==> src/rtl/mpfb_pkg.sv <==
// Shared types and constants for the page-layout frame store.
package mpfb_pkg;

  localparam int MAX_WIDTH_DEF  = 128;
  localparam int MAX_HEIGHT_DEF = 64;

  // Widest byte address the command fields and size registers can reach.
  localparam int ADDR_W = 12;

  localparam logic [7:0] WIDTH_RST  = 8'd128;
  localparam logic [6:0] HEIGHT_RST = 7'd64;

  localparam logic CFG_WIDTH  = 1'b0;
  localparam logic CFG_HEIGHT = 1'b1;

  typedef enum logic [1:0] {
    KIND_PIXEL,
    KIND_FILL,
    KIND_CLEAR,
    KIND_READ
  } kind_e;

  typedef enum logic [2:0] {
    OP_DONE,
    OP_REJECT,
    OP_PIXEL,
    OP_FILL,
    OP_CLEAR,
    OP_READ
  } op_e;

  // Classified command handed from the front end to the back end.
  typedef struct packed {
    op_e               op;
    logic              color;
    logic [ADDR_W-1:0] base;      // byte address, or last address for clear
    logic [2:0]        y_lo;      // first row within the first page
    logic [2:0]        y_hi;      // last row within the last page
    logic [3:0]        pages_m1;  // pages touched minus one
    logic [7:0]        cols_m1;   // columns touched minus one
  } cmd_t;

endpackage

==> src/rtl/mpfb_cmd_fifo.sv <==
// Two-entry command queue between the front end and the back end.
module mpfb_cmd_fifo (
  input  logic           clk_i,
  input  logic           rst_ni,
  input  logic           push_i,
  input  mpfb_pkg::cmd_t cmd_i,
  output logic           full_o,
  input  logic           pop_i,
  output logic           valid_o,
  output mpfb_pkg::cmd_t cmd_o
);
  import mpfb_pkg::*;

  localparam int Depth = 2;

  cmd_t       entry_q [Depth];
  logic       wr_ptr_q, rd_ptr_q;
  logic [1:0] count_q;

  assign full_o  = (count_q == 2'(Depth));
  assign valid_o = (count_q != 2'd0);
  assign cmd_o   = entry_q[rd_ptr_q];

  always_ff @(posedge clk_i) begin
    if (push_i) entry_q[wr_ptr_q] <= cmd_i;
  end

  always_ff @(posedge clk_i or negedge rst_ni) begin
    if (!rst_ni) begin
      wr_ptr_q <= 1'b0;
      rd_ptr_q <= 1'b0;
      count_q  <= 2'd0;
    end else begin
      if (push_i) wr_ptr_q <= ~wr_ptr_q;
      if (pop_i) rd_ptr_q <= ~rd_ptr_q;
      if (push_i && !pop_i) count_q <= count_q + 2'd1;
      else if (!push_i && pop_i) count_q <= count_q - 2'd1;
    end
  end

endmodule

==> config.mk <==
export PLATFORM = sky130hd
export DESIGN_NAME = mpfb_cmd_fifo
export DESIGN_NICKNAME = d
export VERILOG_FILES = /design/src/rtl/mpfb_pkg.sv /design/src/rtl/mpfb_cmd_fifo.sv
export SDC_FILE = /design/constraint.sdc
export NUM_CORES = 1
export LEC_CHECK = 0
export BUFFER_PORTS_ARGS = -buffer_cell sky130_fd_sc_hd__buf_4
export CAP_MARGIN = 25
export CELL_PAD_IN_SITES_DETAIL_PLACEMENT = 1
export CELL_PAD_IN_SITES_GLOBAL_PLACEMENT = 1
export CORE_MARGIN = 2
export CORE_UTILIZATION = 44
export CTS_CLUSTER_SIZE = 10
export DETAILED_ROUTE_END_ITERATION = 16
export GPL_TIMING_DRIVEN = 0
export PLACE_DENSITY_LB_ADDON = 0.1
export SETUP_SLACK_MARGIN = 0.05
export SYNTH_ARGS = -nofsm -noshare
export SYNTH_HDL_FRONTEND = slang
export SYNTH_SLANG_ARGS = --single-unit
==> constraint.sdc <==
create_clock -name clk_i -period 2.7 [get_ports clk_i]
set_input_delay 0.675 -clock clk_i [delete_from_list [all_inputs] [get_ports clk_i]]
set_output_delay 0.675 -clock clk_i [all_outputs]
set_load 0.01 [all_outputs]
==> results.cfg <==
[hold_path]
min_path_type = primary input to asynchronous set/reset pin

[critical_path]
crit_fanout = 10
rr_worst_depth = 1
crit_chain = buf_6, buf_12, mux2_4, buf_4
slowest_stage = dfrtp_1
cpPeakStageDelay_ns = 0.37
end_kind = primary output
required_ns = 2.03
path_class = register to primary output
cp.arrival_ns = 1.46
cp-start-kind = register

[floorplanning]
dieArea_mm2 = 0.007003
start_util_pct = 44.77
dieHeight_um = 83.69
num_rows = 29
num_io_pins = 74
die_x_um = 83.69
core_area_mm2 = 0.006241

[power_and_ir_drop]
combPwrFrac_pct = 36.1
clkPwrFrac_pct = 22.8
ir_worst_vdd_v = 0.0005594
netSwitchingFraction_pct = 26.25
power-per-cell-area_mw_per_mm2 = 1034
power.switching_uw = 998.2
intPower_uw = 2804
total_power_uw = 3802
p_leak_uw = 0.001494
seq_power_share_pct = 41.2

[cts]
post_cts_buffers = 0
cts_resized = 0
ctsHoldBuffers = 0
path_clk_slew_ns = 0.07
clock-sinks = 72
cts_max_path_buffers = 2
tritoncts = built
clkLatencyLatePin_ns = 0.33
cts_buffers = 9
root_buffer = clkbuf_8
htreeDepth = 3

[grt]
gr-usage-all-layers_pct = 14.01
grt_pass1_vias = 1520
overflow = 0
grt_pass1_wl_mm = 7.258
grt_max_degree = 35
antenna_found_initial = 0

[sta]
setup_viol = 0
hold_viol = 0
final.setup_skew_ns = 0.005056
slew_headroom_pct = 44.49
drv_slew = 0
fin_hold_ws_ns = 0.1242
min_period_ns = 2.130
fin_crit_sh_pct = 78.91
grt_setup_unrepaired = no
fmax_ghz = 0.4694
tightest_slew_ns = 0.8327
fin_tns_setup_ns = 0

[drt]
wl_per_cell_um = 15.71
viasPerCell = 4.670
ant_nets = 0
routed_wirelength_mm = 4.524
post-route-drc-count = 0
via_count = 1345
firstDrtPassIters = 4
drt_iter0_drc = 46

[job]
drv_cap = 0

[synth]
yosysSeqAreaShare_pct = 76.67
synth_nets = 161
ys_ff_latch = 72
synth_warnings = 0
netlist-cell-type-count = 14
syn_area_mm2 = 0.002794
synthesis.instances = 122
avgSynthCellArea_um2 = 22.90

[finish]
fillers = 561
stdcell_count = 288
post-route-util_pct = 58.90
nets = 246
syn_to_final_growth_pct = 31.57
drive_above_1_share_pct = 60.66
antenna_cells = 0

[placed_design]
place_hpwl_mm = 3.199
dp_cells = 273
portBuffers = 73
gp_congestion = 0.7145

[status]
status = finished, final reports clean
==> final timing paths <==
kind                                 start  slack (ns)              to
worst max-delay path              rd_ptr_q        0.57       cmd_o[18]
worst min-delay path                rst_ni        0.12        wr_ptr_q
worst max register to register    wr_ptr_q        1.15  entry_q[1][33]
worst min register to register  count_q[1]        0.48      count_q[1]
max in group asynchronous           rst_ni        2.47      count_q[1]
min in group clk_i              count_q[1]        0.48      count_q[1]
==> sequential cells by signal (all words and copies together) (netlist names) <==
register  cells
count_q       2
wr_ptr_q      1
entry_q      68
rd_ptr_q      1
==> power groups by stage <==
| stage | logic (uW) | registers (uW) | clock network, uW |
|---|---|---|---|
| final | 1370 | 1570 | 865 |
| after global routing | 1470 | 1590 | 938 |
| after CTS | 1400 | 1570 | 887 |
| after detailed placement | 1390 | 1590 | 0 |
| after global placement | 1340 | 1580 | 0 |
| after floorplan | 868 | 1570 | 0 |
==> cells in the final DEF, fill, tap and decap left out, drive strengths merged <==
cell / instances
edfxtp: 68
or2: 1
xnor2: 1
mux2: 34
ha: 1
xor2: 4
nor2b: 2
and2: 1
clkbuf: 11
buf: 78
bufinv: 2
nor2: 1
dfrtp: 4
clkinv: 2
inv: 1
==> through the flow <==
stage          setup WS, ns  area (um^2)
2_1_floorplan       0.06276         2794
3_3_place_gp        -0.8076         3438
3_5_place_dp         0.7908         3475
4_1_cts              0.5465         3676
5_1_grt              0.5219         3676
6_report             0.5696         3676
==> cell type report <==
cell class / count / area, um^2 / area share, %
Sequential cell: 72 / 2142 / 58.27
Multi-Input combinational cell: 45 / 585.6 / 15.93
Timing Repair Buffer: 74 / 575.6 / 15.66
Clock buffer: 11 / 131.4 / 3.574
Tap cell: 77 / 96.34 / 2.621
Buffer: 4 / 71.32 / 1.940
Clock inverter: 4 / 70.07 / 1.906
Inverter: 1 / 3.754 / 0.1021
==> cells in the mapped netlist (all sizes together) <==
library cell	count	share of area, %
and2	1	0.22
buf	4	2.6
dfrtp	4	3.6
edfxtp	68	73
ha	1	0.45
inv	1	0.13
mux2	34	18
nor2	1	0.13
nor2b	2	0.45
or2	1	0.22
xnor2	1	0.31
xor2	4	1.3
==> per-layer routing <==
metal,track usage [%],wire [um],vias to the layer above
met2,23.35,2410,45
met5,0,0,-
met4,8.211,96,0
met3,5.638,304,7
met1,14.99,1713,655
li1,-,-,638
==> worst max-delay path: cells and delay by family, from the launching register on <==
| family | cells | cell delay (ns) |
|---|---|---|
| buf+inv | 3 | 0.44 |
| mux | 1 | 0.30 |
| flops | 1 | 0.37 |
==> cells by family after synthesis <==
group         Yosys count  share of synthesized area (%)
xor+xnor                5                          1.567
fa+ha+maj               1                         0.4478
buf+inv                 5                          2.687
flops                  72                          76.67
mux                    34                          17.60
simple gates            5                          1.030
(Power assumes the default switching activity.)
