===== config.mk =====
export PLATFORM = sky130hd
export DESIGN_NAME = mpfb_front
export DESIGN_NICKNAME = d
export VERILOG_FILES = /design/src/rtl/mpfb_pkg.sv /design/src/rtl/mpfb_front.sv
export SDC_FILE = /design/constraint.sdc
export NUM_CORES = 1
export LEC_CHECK = 0
export CAP_MARGIN = 20
export CELL_PAD_IN_SITES_DETAIL_PLACEMENT = 0
export CELL_PAD_IN_SITES_GLOBAL_PLACEMENT = 2
export CORE_UTILIZATION = 37
export DETAILED_ROUTE_END_ITERATION = 7
export DONT_BUFFER_PORTS = 1
export PLACE_DENSITY = 0.91
export SLEW_MARGIN = 20
export SYNTH_ARGS = -nofsm -noshare
export SYNTH_HDL_FRONTEND = slang
export SYNTH_SLANG_ARGS = --single-unit

===== constraint.sdc =====
create_clock -name vclk -period 8.1
set_input_delay 2.43 -clock vclk [all_inputs]
set_output_delay 2.43 -clock vclk [all_outputs]
set_load 0.01 [all_outputs]

===== src/rtl/mpfb_pkg.sv =====
// Shared types and constants for the page-layout frame store.
package mpfb_pkg;

  localparam int MAX_WIDTH_DEF  = 128;
  localparam int MAX_HEIGHT_DEF = 64;

  // Widest byte address the command fields and size registers can reach.
  localparam int ADDR_W = 12;

  localparam logic [7:0] WIDTH_RST  = 8'd128;
  localparam logic [6:0] HEIGHT_RST = 7'd64;

  localparam logic CFG_WIDTH  = 1'b0;
  localparam logic CFG_HEIGHT = 1'b1;

  typedef enum logic [1:0] {
    KIND_PIXEL,
    KIND_FILL,
    KIND_CLEAR,
    KIND_READ
  } kind_e;

  typedef enum logic [2:0] {
    OP_DONE,
    OP_REJECT,
    OP_PIXEL,
    OP_FILL,
    OP_CLEAR,
    OP_READ
  } op_e;

  // Classified command handed from the front end to the back end.
  typedef struct packed {
    op_e               op;
    logic              color;
    logic [ADDR_W-1:0] base;      // byte address, or last address for clear
    logic [2:0]        y_lo;      // first row within the first page
    logic [2:0]        y_hi;      // last row within the last page
    logic [3:0]        pages_m1;  // pages touched minus one
    logic [7:0]        cols_m1;   // columns touched minus one
  } cmd_t;

endpackage


===== src/rtl/mpfb_front.sv =====
// Front end: takes input words, checks bounds and classifies commands.
module mpfb_front (
  input  logic                      in_valid_i,
  output logic                      in_ready_o,
  input  logic [38:0]               tdata_i,
  input  logic [1:0]                tuser_i,
  input  logic                      en_i,
  input  logic [7:0]                eff_w_i,
  input  logic [6:0]                eff_h_i,
  input  logic [mpfb_pkg::ADDR_W-1:0] size_i,
  input  logic                      full_i,
  output logic                      push_o,
  output mpfb_pkg::cmd_t            cmd_o
);
  import mpfb_pkg::*;

  logic [6:0]  pos_x;
  logic [5:0]  pos_y;
  logic [7:0]  rect_w;
  logic [6:0]  rect_h;
  logic        color;
  logic [9:0]  byte_idx;
  logic [8:0]  sum_x;
  logic [7:0]  sum_y;
  logic [6:0]  last_y;
  logic [10:0] page_off;
  logic [ADDR_W-1:0] pix_base;

  assign pos_x    = tdata_i[6:0];
  assign pos_y    = tdata_i[12:7];
  assign rect_w   = tdata_i[20:13];
  assign rect_h   = tdata_i[27:21];
  assign color    = tdata_i[28];
  assign byte_idx = tdata_i[38:29];

  assign in_ready_o = en_i && !full_i;
  assign push_o     = in_valid_i && in_ready_o;

  assign sum_x    = {1'b0, rect_w} + 9'(pos_x);
  assign sum_y    = 8'(pos_y) + {1'b0, rect_h};
  assign last_y   = 7'(sum_y - 8'd1);
  assign page_off = 11'(pos_y[5:3]) * 11'(eff_w_i);
  assign pix_base = ADDR_W'(page_off) + ADDR_W'(pos_x);

  always_comb begin
    cmd_o          = '0;
    cmd_o.op       = OP_DONE;
    cmd_o.color    = color;
    cmd_o.y_lo     = pos_y[2:0];
    cmd_o.y_hi     = last_y[2:0];
    cmd_o.pages_m1 = 4'(last_y[6:3] - 4'(pos_y[5:3]));
    cmd_o.cols_m1  = rect_w - 8'd1;
    case (kind_e'(tuser_i))
      KIND_PIXEL: begin
        cmd_o.base = pix_base;
        if (8'(pos_x) < eff_w_i && 7'(pos_y) < eff_h_i) cmd_o.op = OP_PIXEL;
        else cmd_o.op = OP_REJECT;
      end
      KIND_FILL: begin
        cmd_o.base = pix_base;
        if (sum_x > 9'(eff_w_i) || sum_y > 8'(eff_h_i)) cmd_o.op = OP_REJECT;
        else if (rect_w == 8'd0 || rect_h == 7'd0) cmd_o.op = OP_DONE;
        else cmd_o.op = OP_FILL;
      end
      KIND_CLEAR: begin
        cmd_o.base = size_i - ADDR_W'(1);
        if (size_i == '0) cmd_o.op = OP_DONE;
        else cmd_o.op = OP_CLEAR;
      end
      KIND_READ: begin
        cmd_o.base = ADDR_W'(byte_idx);
        if (ADDR_W'(byte_idx) < size_i) cmd_o.op = OP_READ;
        else cmd_o.op = OP_REJECT;
      end
      default: cmd_o.op = OP_REJECT;
    endcase
  end

endmodule


==> results of run 1 <==
==> final cells by class <==
class / instances / area share
multi-input cells: 344 / 0.882
inverters: 65 / 0.0768
well taps: 105 / 0.0414
==> cells in the mapped netlist, drive strengths merged (5+ instances only) <==
| cell | count | area share |
|---|---|---|
| ha | 71 | 0.29 |
| inv | 64 | 0.078 |
| nand2 | 41 | 0.050 |
| xnor2 | 29 | 0.084 |
| a21oi | 27 | 0.047 |
| nor2 | 27 | 0.033 |
| o21ai | 22 | 0.036 |
| fa | 15 | 0.097 |
| xor2 | 12 | 0.034 |
| nor3 | 11 | 0.021 |
| a211oi | 8 | 0.019 |
| nand3 | 8 | 0.013 |
| a21o | 6 | 0.015 |
| buf | 5 | 0.011 |
| clkbuf | 5 | 0.0061 |
| nand2b | 5 | 0.010 |
| nand4 | 5 | 0.010 |
| o21bai | 5 | 0.012 |
==> per-layer routing <==
metal  vias up  global-route usage
met5         -                   0
met4         0                   0
met3         0              0.0358
met2        62               0.314
met1      1237               0.243
li1       1426                   -
==> worst max-delay path, cell delays in order <==
cell	delay [ps]
nand2_1	60
fa_1	510
fa_1	510
inv_1	70
fa_1	470
a21oi_2	170
o21ai_1	90
a2111oi_0	410
nor3_1	140
xnor2_1	140
o21ai_0	390
==> through the flow <==
stage / total power [W] / setup WS [ps]
floorplan: 0.000238 / 335
global placement: 0.000283 / 302
detailed placement: 0.000288 / 268
CTS: 0.000290 / 267
global route: 0.000327 / 103
finish: 0.000286 / 275
==> cell usage in the layout, fill, tap and decap left out, types with 4 or more instances in the layout <==
cell type,n
fa_1,15
nor2_1,27
inv_1,64
nand2b_1,5
nor3_1,9
nor2b_1,4
and2_1,4
a211oi_1,8
o211ai_1,4
xnor2_1,28
a21o_1,6
o21bai_1,5
nand4_1,5
nand3_1,8
a21oi_1,24
or3_1,4
o21ai_0,19
xor2_1,12
nand2_1,40
ha_1,71
==> kinds of logic after synthesis <==
group | count (synthesis) | share of synthesized area
adder cells (fa/ha/maj) | 86 | 0.384
AO/OA/AOI/OAI | 95 | 0.200
XOR/XNOR | 41 | 0.118
AND/OR/NAND/NOR | 119 | 0.192
buffers and inverters | 75 | 0.0961
multiplexers | 3 | 0.0105
==> path summary, 6_finish.rpt <==
| check | from | slack (ps) | to |
|---|---|---|---|
| hold / removal | tdata_i[7] | 4860 | cmd_o[15] |
| setup / recovery | tdata_i[12] | 280 | cmd_o[27] |
==> power by group <==
| group | switching (W) | total (W) | internal [W] |
|---|---|---|---|
| clock | 0 | 0 | 0 |
| combinational | 0.000164 | 0.000286 | 0.000122 |
| sequential | 0 | 0 | 0 |
| total | 0.000164 | 0.000286 | 0.000122 |
==> run_results.csv, run 1 <==
group,metric,value,unit
grt,grt_max_degree,28,
die,start_util,0.379,
grt,groute.usage.overall,0.180,
detailed_routing,dr_total_vias,2725,
detailed_routing,detail-route-antenna-nets,0,
clocking,ctsHoldBuffers,0,
min_path,min_path_cells,0,
cells_and_area,nClkBuffers,0,
detailed_routing,route.met3.wl,523,um
detailed_routing,routed-wl-met2,3630,um
logic_synthesis,syn_area_per_cell,7.40,um2
cells_and_area,regArea,0,um2
logic_synthesis,yosysUniqueCellTypes,51,
outcome,status,"finished, final reports clean",
setup_path,crit_path_start_kind,"input port",
power_and_ir_drop,max-vdd-ir-drop,0.0422,mV
detailed_routing,drt-met1-wl,3770,um
cells_and_area,n_fill_cell,881,
sta,max_freq,0.128,GHz
sta,worst_pin_slew,472,ps
setup_path,critPathKind,"input port to primary output",
detailed_routing,via_per_inst,5.30,
detailed_routing,routed_wl,7930,um
job,maxCapViolCount,0,
cells_and_area,drive_above_1_share,0.0293,
place,dpl_cell_area,3180,um2
place,dp_cells,514,
die,top_level_ports,107,
setup_path,crit_fanout,9,
power_and_ir_drop,leakagePower,1.55,nW
cells_and_area,finalNetCount,568,
setup_path,end_kind,"primary output",
clocking,cts_setup_buffers,0,
sta,fin_tns_setup,0,ps
clocking,ctsResizeCount,0,
logic_synthesis,synth_nets,576,
sta,rsz0062_at_grt,"false",
die,core-area,8180,um2
sta,slew_viol_final,0,
logic_synthesis,yosys_warnings,0,
die,die-area,8750,um2
min_path,worst_hold_path_type,"input port to primary output",
power_and_ir_drop,p_per_area,90.1,nW/um2
detailed_routing,drtPass1Iterations,4,
detailed_routing,wl_per_cell,15.4,um
detailed_routing,highest_layer,"met3",
detailed_routing,drt-initial-drc-count,86,
die,core.rowCount,33,
cells_and_area,seq_cell_count,0,
place,gp_congestion,0.827,
setup_path,required,5670,ps
grt,overflow,0,
place,port_buffers,0,
cells_and_area,multi_input_area,2800,um2
detailed_routing,drc,0,
sta,period_share,0.966,
die,die_w,93.5,um
logic_synthesis,synthCells,419,
sta,whs,4860,ps
sta,slew_headroom,0.683,
logic_synthesis,ys_seq_area_frac,0,
cells_and_area,area_growth_syn_to_layout,2.50,%
place,dp_hpwl,7140,um
sta,timing.final.crit_period,7820,ps
cells_and_area,fin_util,0.389,
sta,hold_violations,0,
logic_synthesis,synth_area,3100,um2
cells_and_area,design_area,3180,um2
sta,finalSetupViolations,0,
die,die_y,93.5,um
cells_and_area,final_cells,514,
grt,grt_antenna_before_repair,0,
setup_path,arrival,5390,ps
cells_and_area,antenna-diode-count,0,
grt,grt_pass1_wl,12900,um
grt,grt_pass1_vias,2712,
(Power assumes the default switching activity.)
==> run 2, diff against run 1 <==
==> constraint.sdc (replaced) <==
create_clock -name vclk -period 8.1
set_input_delay 2.43 -clock vclk [all_inputs]
set_output_delay 2.43 -clock vclk [all_outputs]
set_load 0.05 [all_outputs]
==> run_results.csv, run 2 (same netlist as run 1, synthesis figures left out) <==
group,metric,value,unit
detailed_routing,wl_per_cell,14.2,um
setup_path,required,5670,ps
grt,grt_max_degree,28,
sta,finalSetupViolations,0,
die,top_level_ports,107,
cells_and_area,final_cell_mix,"ha_1 (71), inv_1 (64), nand2_1 (40)",
die,core.rowCount,33,
detailed_routing,via_per_inst,5.28,
sta,hold_violations,0,
sta,slew_viol_final,0,
die,die_y,93.5,um
cells_and_area,nClkBuffers,0,
place,port_buffers,0,
cells_and_area,antenna-diode-count,0,
power_and_ir_drop,p_total,0.000406,W
die,die_w,93.5,um
sta,period_share,0.973,
setup_path,crit_path_start_kind,"input port",
cells_and_area,drive_above_1_share,0.0641,
power_and_ir_drop,p_per_area,124,nW/um2
sta,timing.final.crit_period,7880,ps
place,dp_hpwl,6830,um
detailed_routing,drc,0,
min_path,worst_hold_path_type,"input port to primary output",
grt,grt_antenna_before_repair,0,
sta,slew_headroom,0.265,
job,maxCapViolCount,0,
sta,worst_pin_slew,1090,ps
cells_and_area,final_common_cell,"ha_1",
detailed_routing,drt-initial-drc-count,121,
setup_path,arrival,5450,ps
cells_and_area,finalNetCount,580,
setup_path,end_kind,"primary output",
cells_and_area,seq_cell_count,0,
outcome,status,"finished, final reports clean",
place,gp_congestion,0.865,
setup_path,crit_fanout,9,
power_and_ir_drop,max-vdd-ir-drop,0.0633,mV
clocking,cts_setup_buffers,0,
grt,grt_pass1_wl,12200,um
detailed_routing,drtPass1Iterations,4,
sta,rsz0062_at_grt,"false",
sta,whs,4860,ps
detailed_routing,detail-route-antenna-nets,0,
grt,grt_pass1_vias,2664,
cells_and_area,area_growth_syn_to_layout,5.85,%
clocking,ctsHoldBuffers,0,
detailed_routing,routed_wl,7460,um
grt,groute.usage.overall,0.169,
grt,overflow,0,
clocking,ctsResizeCount,0,
cells_and_area,regArea,0,um2
die,core-area,8180,um2
sta,max_freq,0.127,GHz
power_and_ir_drop,leakagePower,1.61,nW
die,start_util,0.379,
setup_path,critPathKind,"input port to primary output",
die,die-area,8750,um2
detailed_routing,dr_total_vias,2777,
## run 2: worst max-delay path: stages
cell       delay (ps)
nand2_1            60
fa_1              500
fa_1              510
inv_1              60
fa_1              470
a21oi_2           160
o21ai_1            90
a2111oi_0         440
nor3_1            150
a211oi_1          310
nor3_2             70
buf_4             190
## run 2: where the power goes
group,switching (W),internal [W]
logic,0.000263,0.000143
registers,0,0
clock network,0,0
## run 2: worst paths after layout
| kind | start | end | slack (ps) | cells past startpoint |
|---|---|---|---|---|
| worst max-delay path | tdata_i[12] | cmd_o[29] | 220 | 12 |
| worst min-delay path | tdata_i[28] | cmd_o[30] | 4860 | 0 |
## run 2: area by class of cell
type / count / area [um2]
Tap cell: 105 / 131
Inverter: 65 / 244
Multi-Input combinational cell: 344 / 2820
Timing Repair Buffer: 12 / 90.1
Fill cell: 876 / 4890
## run 2: layer usage
metal / up-vias / GRT usage / part of all wire
met5: - / 0 / 0
met4: 0 / 0.00128 / 0
met3: 0 / 0.0244 / 0.059
met2: 56 / 0.301 / 0.49
met1: 1262 / 0.228 / 0.45
li1: 1459 / - / -
## run 2: metrics by stage
| step | worst slack (ps) | setup TNS (ps) | utilization | std cells | instance area (um2) |
|---|---|---|---|---|---|
| 4_1_cts | 235 | 0 | 0.401 | 526 | 3280 |
| 3_3_place_gp | 247 | 0 | 0.401 | 526 | 3280 |
| 2_1_floorplan | -104 | -104 | - | 419 | 3110 |
| 3_5_place_dp | 250 | 0 | 0.401 | 526 | 3280 |
| 6_report | 222 | 0 | 0.401 | 526 | 3280 |
| 5_1_grt | 36.9 | 0 | 0.401 | 526 | 3280 |
==> run 3, diff against run 2 <==
CORE_UTILIZATION = 33   (was 37)
PLACE_DENSITY = 0.86   (was 0.91)
clock period = 6.4 ns   (was 8.1 ns; I/O delays follow)
==> run_results.csv, run 3 (same netlist as run 1, synthesis figures left out) <==
group,metric,value,unit
clocking,ctsHoldBuffers,0,
sta,timing.final.crit_period,6520,ps
grt,overflow,0,
sta,fin_tns_setup,-277,ps
cells_and_area,seq_cell_count,0,
setup_path,crit_path_start_kind,"input port",
grt,grt_pass1_vias,3055,
detailed_routing,dr_total_vias,2962,
cells_and_area,finalNetCount,617,
detailed_routing,drt-initial-drc-count,48,
outcome,failed_checks,"setup timing",
power_and_ir_drop,max-vdd-ir-drop,0.111,mV
cells_and_area,final_cell_mix,"ha_1 (65), inv_1 (60), buf_4 (38)",
setup_path,crit_fanout,11,
min_path,worstHoldStart,"tdata_i[28]",
cells_and_area,n_fill_cell,894,
detailed_routing,drtPass1Iterations,6,
sta,slew_viol_final,0,
min_path,min_path_cells,0,
outcome,status,"finished, violations left",
place,dp_hpwl,7710,um
cells_and_area,multi_input_area,3170,um2
die,start_util,0.349,
power_and_ir_drop,switchingPower,0.000394,W
power_and_ir_drop,cell_internal_pwr,0.000320,W
sta,layout_setup_ws,-124,ps
grt,groute.usage.overall,0.171,
die,die-area,9780,um2
setup_path,required,4480,ps
cells_and_area,nClkBuffers,0,
detailed_routing,wl_per_cell,15.0,um
cells_and_area,antenna-diode-count,0,
grt,grt_pass1_wl,14000,um
power_and_ir_drop,p_seq_frac,0,
die,core.rowCount,34,
place,dp_cells,565,
die,die_w,98.9,um
sta,rsz0062_at_grt,"true",
grt,grt_antenna_before_repair,0,
cells_and_area,final_common_cell,"ha_1",
power_and_ir_drop,p_per_area,176,nW/um2
detailed_routing,routed_wl,8470,um
sta,hold_violations,0,
setup_path,critPathLaunch,"tdata_i[11]",
power_and_ir_drop,clkPwrFrac,0,
detailed_routing,via_per_inst,5.23,
job,maxCapViolCount,0,
grt,grt_max_degree,28,
setup_path,end_kind,"primary output",
detailed_routing,detail-route-antenna-nets,0,
power_and_ir_drop,swShare,0.552,
sta,worst_pin_slew,1000,ps
sta,slew_headroom,0.328,
sta,period_share,1.02,
die,die_y,98.9,um
place,port_buffers,0,
die,top_level_ports,107,
power_and_ir_drop,leakagePower,1.89,nW
setup_path,arrival,4600,ps
cells_and_area,final_cells,566,
setup_path,critPathKind,"input port to primary output",
sta,max_freq,0.153,GHz
detailed_routing,drc,0,
sta,finalSetupViolations,3,
die,core-area,8890,um2
cells_and_area,drive_above_1_share,0.251,
min_path,worst_hold_path_type,"input port to primary output",
place,gp_congestion,0.851,
cells_and_area,regArea,0,um2
power_and_ir_drop,p_comb_frac,1.000,
cells_and_area,area_growth_syn_to_layout,30.6,%
==> run 3: cell count changes in the layout (fill, tap and decap cells not counted), moves of 5 or more <==
cell     previous run  this run
buf_12              0        10
buf_4              12        38
ha_1               71        65
ha_4                0         6
a21oi_1            24        19
nand2_2             1         6
nand2_1            40        32
==> run 3: worst paths after layout <==
| kind | end | slack [ps] |
|---|---|---|
| worst max-delay path | cmd_o[28] | -120 |
| worst min-delay path | cmd_o[30] | 3840 |
==> run 3: final cells by class <==
| cell class | instances | share of cell area |
|---|---|---|
| inverter | 65 | 0.0603 |
| tap | 108 | 0.0334 |
| timing repair buffer | 49 | 0.123 |
| multi-input combinational | 344 | 0.784 |
==> run 3: critical path, stage by stage <==
cell and delay, ps:
nand2_8 30, fa_1 540, inv_2 40, fa_1 540, ha_4 230, nand3_2 70
o211ai_1 120, or4b_4 510, a31oi_4 170, xor2_2 200, o21ai_4 90, buf_12 150
==> run 3: repair_timing <==
item	CTS	global route
setup buffers	1	0
endpoints found under the setup margin	5	7
gates resized for setup	19	21
pin swaps	16	8
==> run 3: power groups by stage <==
| stage | combinational, W | clock (W) | sequential (W) |
|---|---|---|---|
| 3_5_place_dp | 0.000674 | 0 | 0 |
| 6_report | 0.000714 | 0 | 0 |
| 2_1_floorplan | 0.000481 | 0 | 0 |
| 5_1_grt | 0.000778 | 0 | 0 |
| 3_3_place_gp | 0.000669 | 0 | 0 |
| 4_1_cts | 0.000704 | 0 | 0 |
==> run 3: through the flow <==
step	total power, W	cell area (um2)	worst slack (ps)	util	hold WS [ps]
2_1_floorplan	0.000481	3310	-222	-	4010
3_3_place_gp	0.000669	3860	-281	0.435	3840
3_5_place_dp	0.000674	3860	-288	0.435	3840
4_1_cts	0.000704	3960	-193	0.446	3840
5_1_grt	0.000778	4050	-206	0.455	3840
6_report	0.000714	4050	-124	0.455	3840
==> run 3: routing by layer <==
layer  vias to the layer above  GRT usage  share of wire
met3                         2     0.0312          0.064
met4                         0    0.00344         0.0020
met2                        68      0.324           0.50
li1                       1524          -              -
met1                      1368      0.212           0.43
met5                         -          0              0
